`config.mk`:
```
export PLATFORM = sky130hd
export DESIGN_NAME = threshold_gated_duty_cycle_timer
export DESIGN_NICKNAME = d
export VERILOG_FILES = /design/src/rtl/tgdc_pkg.sv /design/src/rtl/tgdc_ram.sv /design/src/rtl/tgdc_step.sv /design/src/rtl/threshold_gated_duty_cycle_timer.sv
export SDC_FILE = /design/constraint.sdc
export NUM_CORES = 1
export LEC_CHECK = 0
export ABC_AREA = 1
export ABC_CLOCK_PERIOD_IN_PS = 8200
export BUFFER_PORTS_ARGS = -buffer_cell sky130_fd_sc_hd__buf_2
export CAP_MARGIN = 10
export CORE_ASPECT_RATIO = 1.2
export CORE_UTILIZATION = 50
export DETAILED_ROUTE_END_ITERATION = 8
export PLACE_DENSITY = 0.66
export SYNTH_ARGS = -nofsm -noshare
export SYNTH_HDL_FRONTEND = slang
export SYNTH_SLANG_ARGS = --single-unit
```
`constraint.sdc`:
```
create_clock -name clk -period 8.2 [get_ports clk]
set_clock_uncertainty 0.1 [all_clocks]
set_input_delay 0.82 -clock clk [delete_from_list [all_inputs] [get_ports clk]]
set_output_delay 0.82 -clock clk [all_outputs]
set_load 0.01 [all_outputs]
```
`src/rtl/tgdc_pkg.sv`:
```
`timescale 1ns / 1ps

package tgdc_pkg;

    // per-channel phase codes
    localparam logic [1:0] PHASE_IDLE = 2'd0;
    localparam logic [1:0] PHASE_ON   = 2'd1;
    localparam logic [1:0] PHASE_OFF  = 2'd2;

    // configuration register indexes
    localparam logic [1:0] REG_OFF_THRESHOLD = 2'd0;
    localparam logic [1:0] REG_ON_SECONDS    = 2'd1;
    localparam logic [1:0] REG_OFF_SECONDS   = 2'd2;

    // configuration reset values
    localparam logic signed [15:0] OFF_THRESHOLD_RESET = 16'sd0;
    localparam logic [15:0]        ON_SECONDS_RESET    = 16'd180;
    localparam logic [15:0]        OFF_SECONDS_RESET   = 16'd120;

    // stored state of one channel
    typedef struct packed {
        logic [1:0]  phase;
        logic [31:0] start;
        logic        output_on;
    } chan_state_t;

    localparam int STATE_W = $bits(chan_state_t);

    // pin action for one transaction
    typedef struct packed {
        logic write;
        logic on;
    } drive_t;

endpackage

```
`src/rtl/tgdc_ram.sv`:
```
`timescale 1ns / 1ps

module tgdc_ram #(
    parameter int WIDTH = 8,
    parameter int DEPTH = 16,
    localparam int AW = (DEPTH > 1) ? $clog2(DEPTH) : 1
) (
    input  logic             clk,
    input  logic             wr_en,
    input  logic [AW-1:0]    wr_addr,
    input  logic [WIDTH-1:0] wr_data,
    input  logic             rd_en,
    input  logic [AW-1:0]    rd_addr,
    output logic [WIDTH-1:0] rd_data
);

    logic [WIDTH-1:0] mem [DEPTH];
    logic [WIDTH-1:0] rd_data_reg;

    always_ff @(posedge clk)
    begin
        if (wr_en)
        begin
            mem[wr_addr] <= wr_data;
        end
        if (rd_en)
        begin
            rd_data_reg <= mem[rd_addr];
        end
    end

    assign rd_data = rd_data_reg;

endmodule

```
`src/rtl/tgdc_step.sv`:
```
`timescale 1ns / 1ps

module tgdc_step (
    input  tgdc_pkg::chan_state_t cur_state,
    input  logic                  reading_valid,
    input  logic signed [15:0]    temperature,
    input  logic [31:0]           now_seconds,
    input  logic signed [15:0]    off_threshold,
    input  logic [15:0]           on_seconds,
    input  logic [15:0]           off_seconds,
    output tgdc_pkg::chan_state_t next_state,
    output tgdc_pkg::drive_t      drive
);
    import tgdc_pkg::*;

    logic [31:0] elapsed;
    logic        on_done;
    logic        off_done;

    assign elapsed  = now_seconds - cur_state.start;
    assign on_done  = elapsed >= {16'd0, on_seconds};
    assign off_done = elapsed >= {16'd0, off_seconds};

    always_comb
    begin
        next_state = cur_state;
        drive      = '0;
        if (!reading_valid)
        begin
            // missing reading: force off, back to idle, start kept
            drive.write          = 1'b1;
            next_state.output_on = 1'b0;
            next_state.phase     = PHASE_IDLE;
        end
        else if (temperature < off_threshold)
        begin
            // cool: only an active output is switched off
            if (cur_state.output_on)
            begin
                drive.write          = 1'b1;
                next_state.output_on = 1'b0;
                next_state.phase     = PHASE_IDLE;
            end
        end
        else
        begin
            unique case (cur_state.phase)
                PHASE_IDLE:
                begin
                    next_state.phase     = PHASE_ON;
                    next_state.start     = now_seconds;
                    next_state.output_on = 1'b1;
                    drive.write          = 1'b1;
                    drive.on             = 1'b1;
                end
                PHASE_ON:
                begin
                    if (on_done)
                    begin
                        next_state.phase     = PHASE_OFF;
                        next_state.start     = now_seconds;
                        next_state.output_on = 1'b0;
                        drive.write          = 1'b1;
                    end
                end
                PHASE_OFF:
                begin
                    if (off_done)
                    begin
                        next_state.phase     = PHASE_ON;
                        next_state.start     = now_seconds;
                        next_state.output_on = 1'b1;
                        drive.write          = 1'b1;
                        drive.on             = 1'b1;
                    end
                end
                default:
                begin
                    next_state = cur_state;
                end
            endcase
        end
    end

endmodule

```
`src/rtl/threshold_gated_duty_cycle_timer.sv`:
```
`timescale 1ns / 1ps

// per-channel on/off cycler gated by a temperature threshold
// input channel: in_valid / in_stall carry one transaction per reading
//   (channel, reading_valid, temperature, now_seconds)
// output channel: out_valid / out_stall return exactly one transaction per
//   input: the echoed channel and the pin action (drive_write, drive_on)
// config channel: cfg_valid / cfg_ready with cfg_index and cfg_data;
//   index 0 off_threshold, 1 on_seconds, 2 off_seconds, other indexes ignored;
//   cfg_ready is always high, write only while the block is idle
// datapath: the accept edge loads the input/state-read register, which moves on
//   into the result register once that register is free or drains
// throughput: one transaction per cycle unless out_stall backs it up, set by
//   the single state ram port pair: read at accept, forwarded write-back on advance
// reset: all channels idle, start time 0, output off, configuration defaults
//   (threshold 0, on 180 s, off 120 s); no clearing pass, per-entry valid bits
// stall: when out_stall holds a full result register, the internal stage
//   fills and then in_stall rises in the same cycle, nothing is dropped
module threshold_gated_duty_cycle_timer #(
    parameter int CHANNELS = 16
) (
    input  logic        clk,
    input  logic        rst_n,

    input  logic        in_valid,
    output logic        in_stall,
    input  logic [7:0]  channel,
    input  logic        reading_valid,
    input  logic signed [15:0] temperature,
    input  logic [31:0] now_seconds,

    output logic        out_valid,
    input  logic        out_stall,
    output logic [7:0]  out_channel,
    output logic        drive_write,
    output logic        drive_on,

    input  logic        cfg_valid,
    output logic        cfg_ready,
    input  logic [1:0]  cfg_index,
    input  logic [15:0] cfg_data
);
    import tgdc_pkg::*;

    localparam int AW = (CHANNELS > 1) ? $clog2(CHANNELS) : 1;

    // configuration registers
    logic signed [15:0] off_threshold_reg;
    logic [15:0]        on_seconds_reg;
    logic [15:0]        off_seconds_reg;

    // stage 1: accepted transaction plus state read
    logic               s1_valid_reg;
    logic [7:0]         s1_channel_reg;
    logic               s1_in_range_reg;
    logic               s1_reading_valid_reg;
    logic signed [15:0] s1_temperature_reg;
    logic [31:0]        s1_now_reg;
    logic               s1_entry_valid_reg;
    logic               fwd_hit_reg;
    chan_state_t        fwd_state_reg;

    // result register
    logic               out_valid_reg;
    logic [7:0]         out_channel_reg;
    logic               drive_write_reg;
    logic               drive_on_reg;

    // entry written since reset
    logic [CHANNELS-1:0] entry_valid_reg;

    logic               accept;
    logic               s1_advance;
    logic               in_range;
    logic [AW-1:0]      rd_addr;
    logic [AW-1:0]      wr_addr;
    logic               wr_en;
    logic [STATE_W-1:0] ram_rd_data;
    chan_state_t        cur_state;
    chan_state_t        next_state;
    drive_t             drive;

    assign cfg_ready = 1'b1;

    always_ff @(posedge clk or negedge rst_n)
    begin
        if (!rst_n)
        begin
            off_threshold_reg <= OFF_THRESHOLD_RESET;
            on_seconds_reg    <= ON_SECONDS_RESET;
            off_seconds_reg   <= OFF_SECONDS_RESET;
        end
        else if (cfg_valid)
        begin
            unique case (cfg_index)
                REG_OFF_THRESHOLD: off_threshold_reg <= cfg_data;
                REG_ON_SECONDS:    on_seconds_reg    <= cfg_data;
                REG_OFF_SECONDS:   off_seconds_reg   <= cfg_data;
                default:           ;
            endcase
        end
    end

    // handshake: stage 1 moves on when the result register is free or drains
    assign s1_advance = s1_valid_reg & (~out_valid_reg | ~out_stall);
    assign in_stall   = s1_valid_reg & out_valid_reg & out_stall;
    assign accept     = in_valid & ~in_stall;

    assign in_range = {1'b0, channel} < 9'(CHANNELS);
    assign rd_addr  = channel[AW-1:0];
    assign wr_addr  = s1_channel_reg[AW-1:0];
    // every in-range transaction writes its channel back, changed or not
    assign wr_en    = s1_advance & s1_in_range_reg;

    tgdc_ram #(
        .WIDTH (STATE_W),
        .DEPTH (CHANNELS)
    ) u_state_ram (
        .clk     (clk),
        .wr_en   (wr_en),
        .wr_addr (wr_addr),
        .wr_data (next_state),
        .rd_en   (accept),
        .rd_addr (rd_addr),
        .rd_data (ram_rd_data)
    );

    // a write-back in the same cycle as the read wins over the ram data;
    // entries never written read as the reset state
    always_comb
    begin
        if (fwd_hit_reg)
        begin
            cur_state = fwd_state_reg;
        end
        else if (s1_entry_valid_reg)
        begin
            cur_state = chan_state_t'(ram_rd_data);
        end
        else
        begin
            cur_state = '0;
        end
    end

    tgdc_step u_step (
        .cur_state     (cur_state),
        .reading_valid (s1_reading_valid_reg),
        .temperature   (s1_temperature_reg),
        .now_seconds   (s1_now_reg),
        .off_threshold (off_threshold_reg),
        .on_seconds    (on_seconds_reg),
        .off_seconds   (off_seconds_reg),
        .next_state    (next_state),
        .drive         (drive)
    );

    always_ff @(posedge clk or negedge rst_n)
    begin
        if (!rst_n)
        begin
            s1_valid_reg    <= 1'b0;
            out_valid_reg   <= 1'b0;
            entry_valid_reg <= '0;
            fwd_hit_reg     <= 1'b0;
        end
        else
        begin
            if (accept)
            begin
                s1_valid_reg <= 1'b1;
                fwd_hit_reg  <= wr_en & (channel == s1_channel_reg);
            end
            else if (s1_advance)
            begin
                s1_valid_reg <= 1'b0;
            end

            if (s1_advance)
            begin
                out_valid_reg <= 1'b1;
            end
            else if (!out_stall)
            begin
                out_valid_reg <= 1'b0;
            end

            if (wr_en)
            begin
                entry_valid_reg[wr_addr] <= 1'b1;
            end
        end
    end

    // payload registers
    always_ff @(posedge clk)
    begin
        if (accept)
        begin
            s1_channel_reg       <= channel;
            s1_in_range_reg      <= in_range;
            s1_reading_valid_reg <= reading_valid;
            s1_temperature_reg   <= temperature;
            s1_now_reg           <= now_seconds;
            s1_entry_valid_reg   <= in_range & entry_valid_reg[rd_addr];
            fwd_state_reg        <= next_state;
        end
        if (s1_advance)
        begin
            out_channel_reg <= s1_channel_reg;
            drive_write_reg <= s1_in_range_reg & drive.write;
            drive_on_reg    <= s1_in_range_reg & drive.on;
        end
    end

    assign out_valid   = out_valid_reg;
    assign out_channel = out_channel_reg;
    assign drive_write = drive_write_reg;
    assign drive_on    = drive_on_reg;

endmodule

```
## After elaboration in Yosys (flattened, before gate mapping)

Memories as Yosys holds them, arrays and structs flattened. A register that Yosys moved wholly into a read port is not among the register bits.
Index checks and enable logic that the tools add are counted.

- Bits in registers: 171
- Memories kept: 1
- RAM bits: 560
- Input bits: 80
- Output and inout bits: 13

- Bitwise logic cells: 14
- Add/subtract/negate cells: 1
- $lt $le $gt $ge: 7
- Reduce and logical (&&, ||, !) cells: 7
- Multiplexer cells: 31
- Equal/unequal tests: 6

Memories:

| name | words | bits a word | rd ports | clocked after Yosys merged registers in | wr ports | line | text |
|---|---|---|---|---|---|---|---|
| u_state_ram.mem | 16 | 35 | 1 | 1 | 1 | tgdc_ram.sv:17 | `logic [WIDTH-1:0] mem [DEPTH];` |

Operators with widths:

| kind | number |
|---|---|
| 35-bit two-way mux | 4 |
| 35-bit case mux with 3 select lines | 1 |
| 32-bit by 16-bit >= comparator with 1-bit output | 2 |
| 32-bit two-way mux | 2 |
| 32-bit subtractor | 1 |
| 16-bit less-than comparator | 1 |
| 1-bit two-way mux | 16 |
| 16-bit OR | 1 |
| 4-bit by 5-bit less-than comparator with 1-bit output, second input constant | 2 |
| 1-bit bitwise AND | 9 |
| 8-bit == test | 1 |
| 8-bit by 5-bit less-than comparator with 1-bit output, second input constant | 1 |
| 2-bit two-way mux | 4 |
| 2-bit AND reduction | 3 |
| 1-bit binary-select mux with 4-bit select | 1 |
| 1-bit demux with 4-bit select | 1 |
| 2-bit by 1-bit == test with 1-bit output, second input constant | 2 |
| 2-bit == test, second input constant | 2 |
| 4-bit by 1-bit >= comparator with 1-bit output, second input constant | 1 |
| 2-bit zero test | 2 |
| 1-bit NOT | 3 |
| 1-bit case mux with 3 select lines | 1 |
| 2-bit by 1-bit != test with 1-bit output, second input constant | 1 |
| 1-bit case mux with 2 select lines | 1 |
| other kinds (3) | 3 |

## Longest topological paths before layout

Gate-level depths: netlist of run 1.

- Depth in word-level cells: 9
- Mapped depth: 33
- Depth with buffers taken out: 31

## Hierarchy

Synthesis of run 1 repeated with hierarchy kept, for this count alone.

- Cells, all modules: 3865
- Area total of the unflattened synthesis: 36396.2 um^2

By module, submodules not included:

| module | area each (um^2) | cells an instance | times used |
|---|---|---|---|
| tgdc_ram | 24956.4 | 2315 | 1 |
| threshold_gated_duty_cycle_timer | 6437.4 | 539 | 1 |
| tgdc_step | 5002.3 | 1011 | 1 |

## Least setup slack after synthesis of run 1

No wires, ideal clock.

- Path type: register to register
- From: register fwd_hit_reg
- To: register fwd_state_reg[33] (netlist name), data pin
- Data arrival time: 4.126 ns
- Setup slack: 3.677 ns
- Library setup time: 0.297 ns
- Buffers on the path: 3
- Required time: 7.803 ns
- Cell stages (with the launch flop): 28
- Path through: dfrtp_1 -> buf_6 -> buf_2 -> nor2_1 -> clkbuf_1 -> a22o_1 -> ha_1 -> inv_1 -> ha_1 -> inv_1 -> nand2_1 -> nand2_1 -> nand2_1 -> nand3_1 -> nand2_1 -> nand2_1 -> nand2_1 -> xor2_1 -> ha_1 -> inv_1 -> nor3_1 -> a211oi_1 -> a21oi_1 -> nor2_1 -> nand3_1 -> nand2_1 -> o21ai_0 -> a21oi_1

RTL lines:

| item | line | text |
|---|---|---|
| start: declaration | threshold_gated_duty_cycle_timer.sv:60 | `logic fwd_hit_reg;` |
| start signal: assignment | threshold_gated_duty_cycle_timer.sv:172 | `fwd_hit_reg <= wr_en & (channel == s1_channel_reg);` |
| end signal: assignment | threshold_gated_duty_cycle_timer.sv:206 | `fwd_state_reg <= next_state;` |
| end: declaration | threshold_gated_duty_cycle_timer.sv:61 | `chan_state_t fwd_state_reg;` |

==> results of run 1 <==
power by group:
| group | switching (mW) | internal, mW | total, mW |
|---|---|---|---|
| registers | 0.0851 | 4.57 | 4.65 |
| clock network | 1.52 | 2.08 | 3.60 |
| logic | 0.900 | 0.329 | 1.23 |
cells by family (layout without fill, tap and decap cells):
group                    count (synthesis)  in the layout
AO/OA/AOI/OAI                          653            653
XOR/XNOR                                20             20
adder cells (fa/ha/maj)                 68             68
buffers and inverters                  433            542
flip-flops                             766            766
other                                    1              1
AND/OR/NAND/NOR                       1171           1171
cell usage in the layout, fill, tap and decap left out, drive strengths merged:
cell type    n
a211oi       4
a21boi       4
a21o         5
a21oi       66
a22o         3
a22oi       21
and2         1
buf        135
bufinv      10
clkbuf      91
clkinv      49
clkinvlp     4
conb         1
dfrtp       59
dfstp        8
edfxtp     699
ha          68
inv        253
nand2      487
nand3      205
nand3b       4
nand4       59
nor2       390
nor3        15
nor4         1
o211ai      34
o21ai      370
o21bai       3
o221ai     108
o22ai       32
o31ai        2
o41ai        1
or2          9
xnor2        5
xor2        15
per-stage QoR:
stage | hold WS [ns] | power, mW
2_1_floorplan | 0.328 | 5.48
3_3_place_gp | 0.343 | 5.89
3_5_place_dp | 0.348 | 5.93
4_1_cts | 0.229 | 9.50
5_1_grt | 0.246 | 9.81
6_report | 0.259 | 9.48
layout make-up:
cell class              instances  area, µm²  area share [%]
flip-flops and latches        766      22700            59.4
multi-input cells            1913      10000            26.2
clock buffers                  91       2000            5.24
well taps                     901       1130            2.95
inverters                     269       1030            2.69
repair buffers                135        801            2.10
clock inverters                47        562            1.47
worst paths after layout:
kind                                                endpoint  depth (start not counted)  slack (ns)
max                        u_state_ram.mem[15][13]$_DFFE_PP_                         22        1.67
min                          s1_temperature_reg[2]$_DFFE_PP_                          1        0.26
max reg2reg                u_state_ram.mem[15][13]$_DFFE_PP_                         22        1.67
min reg2reg                            out_valid$_DFFE_PN0P_                          2        0.36
max in group asynchronous            fwd_hit_reg$_DFFE_PN0P_                          2        7.02
min in group asynchronous  off_threshold_reg[10]$_DFFE_PN0P_                          2        0.31
routing by layer:
| layer | part of all wire (%) | global-route usage, % |
|---|---|---|
| met5 | 0 | 0 |
| met2 | 47 | 46.5 |
| met4 | 3.4 | 11.1 |
| met3 | 8.7 | 4.28 |
| met1 | 41 | 39.3 |
==> reports/summary.txt, run 1 <==
status = complete, no violations
CP max stage delay = 0.76 ns
Net Count, Synth = 3260
clk slew on worst S/H paths = 0.07 ns
Max Slew Vio Count = 0
clk buf depth = 3
Final min period = 6.53 ns
Synth Area in Simple Gates = 14.4%
crit path launch = s1_entry_valid_reg$_DFFE_PP_
final worst slack = 1.67 ns
top cell type's share of synthesized area = 61.3%
Post-CTS Setup Inserts = 0
design area = 38200 µm²
Non-Filler Instances = 4122
GRT overflow = 0
hold buffers post-CTS = 0
routability cong. = 1.03
Rows = 104
Largest register FFs = 560
Clock Latency Late Sink = 0.64 ns
pwr/cell area = 248 nW/µm²
Hold/Removal Path Class = in2reg
required time worst endpoint = 8.45 ns
largest family of logic cells by synthesized area = simple AND/OR/NAND/NOR gates
gr usage total = 28.8%
RSZ-0062 raised after global routing = no
Mapped Area = 34300 µm²
Pre-Repair DR Iteration Count = 8
pre-CTS setup slack = 1.85 ns
detailed-route wire length per cell = 24.1 µm
count of buffers from port buffering = 91
worst endpoint data arrival time = 6.78 ns
CP Max Fanout = 23
list of most frequent post-synthesis cells = edfxtp_1 (699), nand2_1 (479), nor2_1 (383)
XOR/XNOR Fraction of Synth Area = 0.511%
Max VDD drop = 177 µV
share of cells above drive strength 1 = 10.1%
Hold Fails Final Rpt = 0
Diodes inserted = 0
post-synthesis adder-cell area fraction = 2.48%
Ys Warns = 0
die width = 241 µm
global-route wire length before repair = 148000 µm
sequential area share after synthesis = 66.2%
initial antenna violation count = 0
post-synthesis mux area share = 0%
DRC Markers = 0
Setup crit start kind = flip-flop
Inserted Clock Buffers = 77
DR iter-0 viols = 2890
Via-to-Cell Ratio = 6.07
Worst path slowest cell = o21bai_2
total die area = 69600 µm²
setup violators final = 0
Cell Chain, Critical Path = buf_4, inv_1, nor2_2, buf_4, a22oi_1, ha_1, nand2_1, nor2_1, nand2_1, inv_1, nand2_1, nand2_1, xor2_1, ha_1, a21oi_1, o21ai_0, nor2_1, buf_4, nand3_2, o21bai_2, nand2_1, nand3_1
nets = 3310
Synth area leader = edfxtp_1
DP Wirelength = 58500 µm
post-placement cell count = 3982
Core Region = 67400 µm²
fin crit share = 79.7%
final core occ = 56.7%
Final ANT Viol Nets = 0
Synth Area per Inst = 11.0 µm²
Fmax achieved = 153 MHz
CTS sink count = 766
worst reg2reg startpoint = s1_entry_valid_reg$_DFFE_PP_
post-synthesis compound-gate area fraction = 11.4%
CTS root buf = clkbuf_16
vias = 25000
Starting Density = 50.8%
synth top area cells = edfxtp_1 (61%), o21ai_0 (5.4%), nand2_1 (5.2%)
nature of the critical path endpoint = flip-flop
largest net degree at the start of global routing = 128
io pins = 93
Post-synth EDFFs = 699
max capacitance violation total = 0
die height = 289 µm
DRT Wirelength = 99300 µm
placed inst area = 35600 µm²
vias in the first global route = 24100
Yosys cell types = 50
fillers = 5575
most frequent CP cell = nand2_1
TritonCTS clock tree = yes
Leak = 14.4 nW
H-tree depth = 3
cell family with most CP delay = simple AND/OR/NAND/NOR gates
hold_sp = temperature[2]
Primary FF master, synth = edfxtp_1
FFs w/ async S/R, synth = 8.75%
Worst Path Buf+Inv = 5
number of synthesized register bits = 766
post-CTS sizing = 0
critical setup path kind = reg2reg
Area Growth Syn to Fin = 11.5%
most frequent cell after synthesis = edfxtp_1
Setup TNS Final = 0 ns
worst slew pin tran = 1.23 ns
max_slew headroom = 18.3%
synthesized instance count = 3112
Note: power is estimated with default switching activity, not from simulation.
==> run 2: changes to the inputs <==
ABC_CLOCK_PERIOD_IN_PS = 6000   (was 8200)
PLACE_DENSITY = 0.69   (was 0.66)
clock period = 6 ns   (was 8.2 ns; I/O delays follow)
==> run 2 against run 1 <==
  * Routed wire length shrank 2.5%
  * Sequential power grew 37%
  * Critical path type unchanged
  * Combinational power grew 34%
  * Largest cell class unchanged
  * Register-to-register slack lost 1.3 ns
  * Highest routed layer unchanged
  * Total power grew 35%
  * Setup slack lost 1.3 ns
==> reports/summary.txt, run 2 (synthesis gave the netlist of run 1 again) <==
vias = 24800
critical setup path kind = reg2reg
clk slew on worst S/H paths = 0.07 ns
max_slew headroom = 22.0%
met3 usage = 4.46%
Via-to-Cell Ratio = 6.02
DR iter-0 viols = 3288
die width = 241 µm
TritonCTS clock tree = yes
Setup TNS Final = 0 ns
design area = 38200 µm²
met2 usage = 46.7%
Hold Fails Final Rpt = 0
Pre-Repair DR Iteration Count = 5
most frequent cells in the layout = edfxtp_1 (699), nand2_1 (479), o21ai_0 (368)
Reg area = 22700 µm²
Total Power = 12.8 mW
max capacitance violation total = 0
DRT Wirelength = 96900 µm
Cell Chain, Critical Path = buf_4, a22oi_1, ha_1, nand2_1, nor2_1, nand4_1, nor3_1, nand2_1, nand3_1, nand2_1, nor2_1, nand3b_1, nor2_4, nand3_1, buf_4, nand4_1, nand3_1
vias in the first global route = 24600
CP Max Fanout = 24
GRT overflow = 0
Inserted Clock Buffers = 74
critical path depth = 17
clk buf depth = 3
global-route wire length before repair = 145000 µm
Final min period = 5.58 ns
Starting Density = 50.8%
CTS root buf = clkbuf_16
Worst Path Buf+Inv = 2
Fmax achieved = 179 MHz
Max Slew Vio Count = 0
Leak = 14.4 nW
RSZ-0062 raised after global routing = no
Max VDD drop = 228 µV
nature of the critical path endpoint = flip-flop
placed inst area = 35700 µm²
count of buffers from port buffering = 91
largest net degree at the start of global routing = 103
Clock Latency Late Sink = 0.64 ns
routability cong. = 1.02
CTS sink count = 766
nets = 3309
detailed-route wire length per cell = 23.5 µm
Hold/Removal Path Class = in2reg
fillers = 5547
Core Region = 67400 µm²
Post-CTS Setup Inserts = 0
worst endpoint data arrival time = 5.61 ns
pwr/cell area = 336 nW/µm²
Hold Path Depth = 1
Rows = 104
CP max stage delay = 0.70 ns
gr usage total = 28.0%
cell family with most CP delay = simple AND/OR/NAND/NOR gates
H-tree depth = 3
fin crit share = 93.1%
DRC Markers = 0
Final ANT Viol Nets = 0
hold buffers post-CTS = 0
setup violators final = 0
gr busiest metal = met2
DP Wirelength = 58600 µm
initial antenna violation count = 1
met1 usage = 35.9%
worst slew pin tran = 1.17 ns
Setup crit start kind = flip-flop
io pins = 93
post-CTS sizing = 0
Area Growth Syn to Fin = 11.5%
share of cells above drive strength 1 = 10.2%
multi-input gate area in the final layout = 10000 µm²
total die area = 69600 µm²
Largest register FFs = 560
Worst path slowest cell = dfrtp_2
commonest non-fill, non-tap cell in the layout = edfxtp_1
Reg2Reg Depth = 17
status = complete, no violations
die height = 289 µm
required time worst endpoint = 6.02 ns
==> run 2: cell types whose count changed in the layout (fill, tap and decap cells not counted), sizes merged <==
cell,delta
clkinvlp,+1
inv,-1
buf,+2
diode,+1
clkinv,-3
==> run 2: where the power goes <==
part | switching, mW | internal, mW | leakage, nW | total [mW]
combinational | 1.20 | 0.449 | 5.94 | 1.65
sequential | 0.120 | 6.24 | 7.27 | 6.36
clock | 2.06 | 2.78 | 1.22 | 4.83
==> run 2: final cells by class <==
type,count,share of cell area (%)
timing repair buffer,137,2.19
antenna,1,0.00655
clock buffer,91,5.09
sequential,766,59.4
multi-input combinational,1913,26.2
inverter,269,2.69
tap,901,2.95
clock inverter,44,1.50
==> run 2: worst paths after layout <==
kind	startpoint	endpoint	slack (ns)
worst max-delay path	fwd_hit_reg$_DFFE_PN0P_	u_state_ram.mem[1][3]$_DFFE_PP_	0.42
worst min register to register	entry_valid_reg[1]$_DFFE_PN0P_	entry_valid_reg[1]$_DFFE_PN0P_	0.36
min in group asynchronous	rst_n	off_threshold_reg[11]$_DFFE_PN0P_	0.06
max in group asynchronous	rst_n	fwd_hit_reg$_DFFE_PN0P_	5.11
worst max register to register	fwd_hit_reg$_DFFE_PN0P_	u_state_ram.mem[1][3]$_DFFE_PP_	0.42
worst min-delay path	temperature[9]	s1_temperature_reg[9]$_DFFE_PP_	0.04
==> run 2: per-stage QoR <==
stage               setup WS (ns)  hold slack, ns  util [%]  std cells
finish                      0.416          0.0422      56.7       4122
global route               0.0603          0.0237      56.7       4121
CTS                         0.526          0.0176      56.7       4120
detailed placement          0.539           0.346      52.9       3985
global placement            0.628           0.341      52.9       3985
floorplan                    1.48           0.204         -       3112
==> run 2: worst reg2reg max path: stages, from the launching register on <==
cell and delay (ns):
dfrtp_2 0.70, buf_4 0.43, a22oi_1 0.27, ha_1 0.45, nand2_1 0.16, nor2_1 0.31
nand4_1 0.26, nor3_1 0.24, nand2_1 0.15, nand3_1 0.12, nand2_1 0.06, nor2_1 0.18
nand3b_1 0.18, nor2_4 0.38, nand3_1 0.13, buf_4 0.25, nand4_1 0.11, nand3_1 0.59
==> run 2: routing by layer <==
metal  part of all wire, %  vias up
li1                      -    11200
met1                    39    12100
met2                    49     1282
met3                   8.4      234
met4                   3.8        0
met5                     0        -
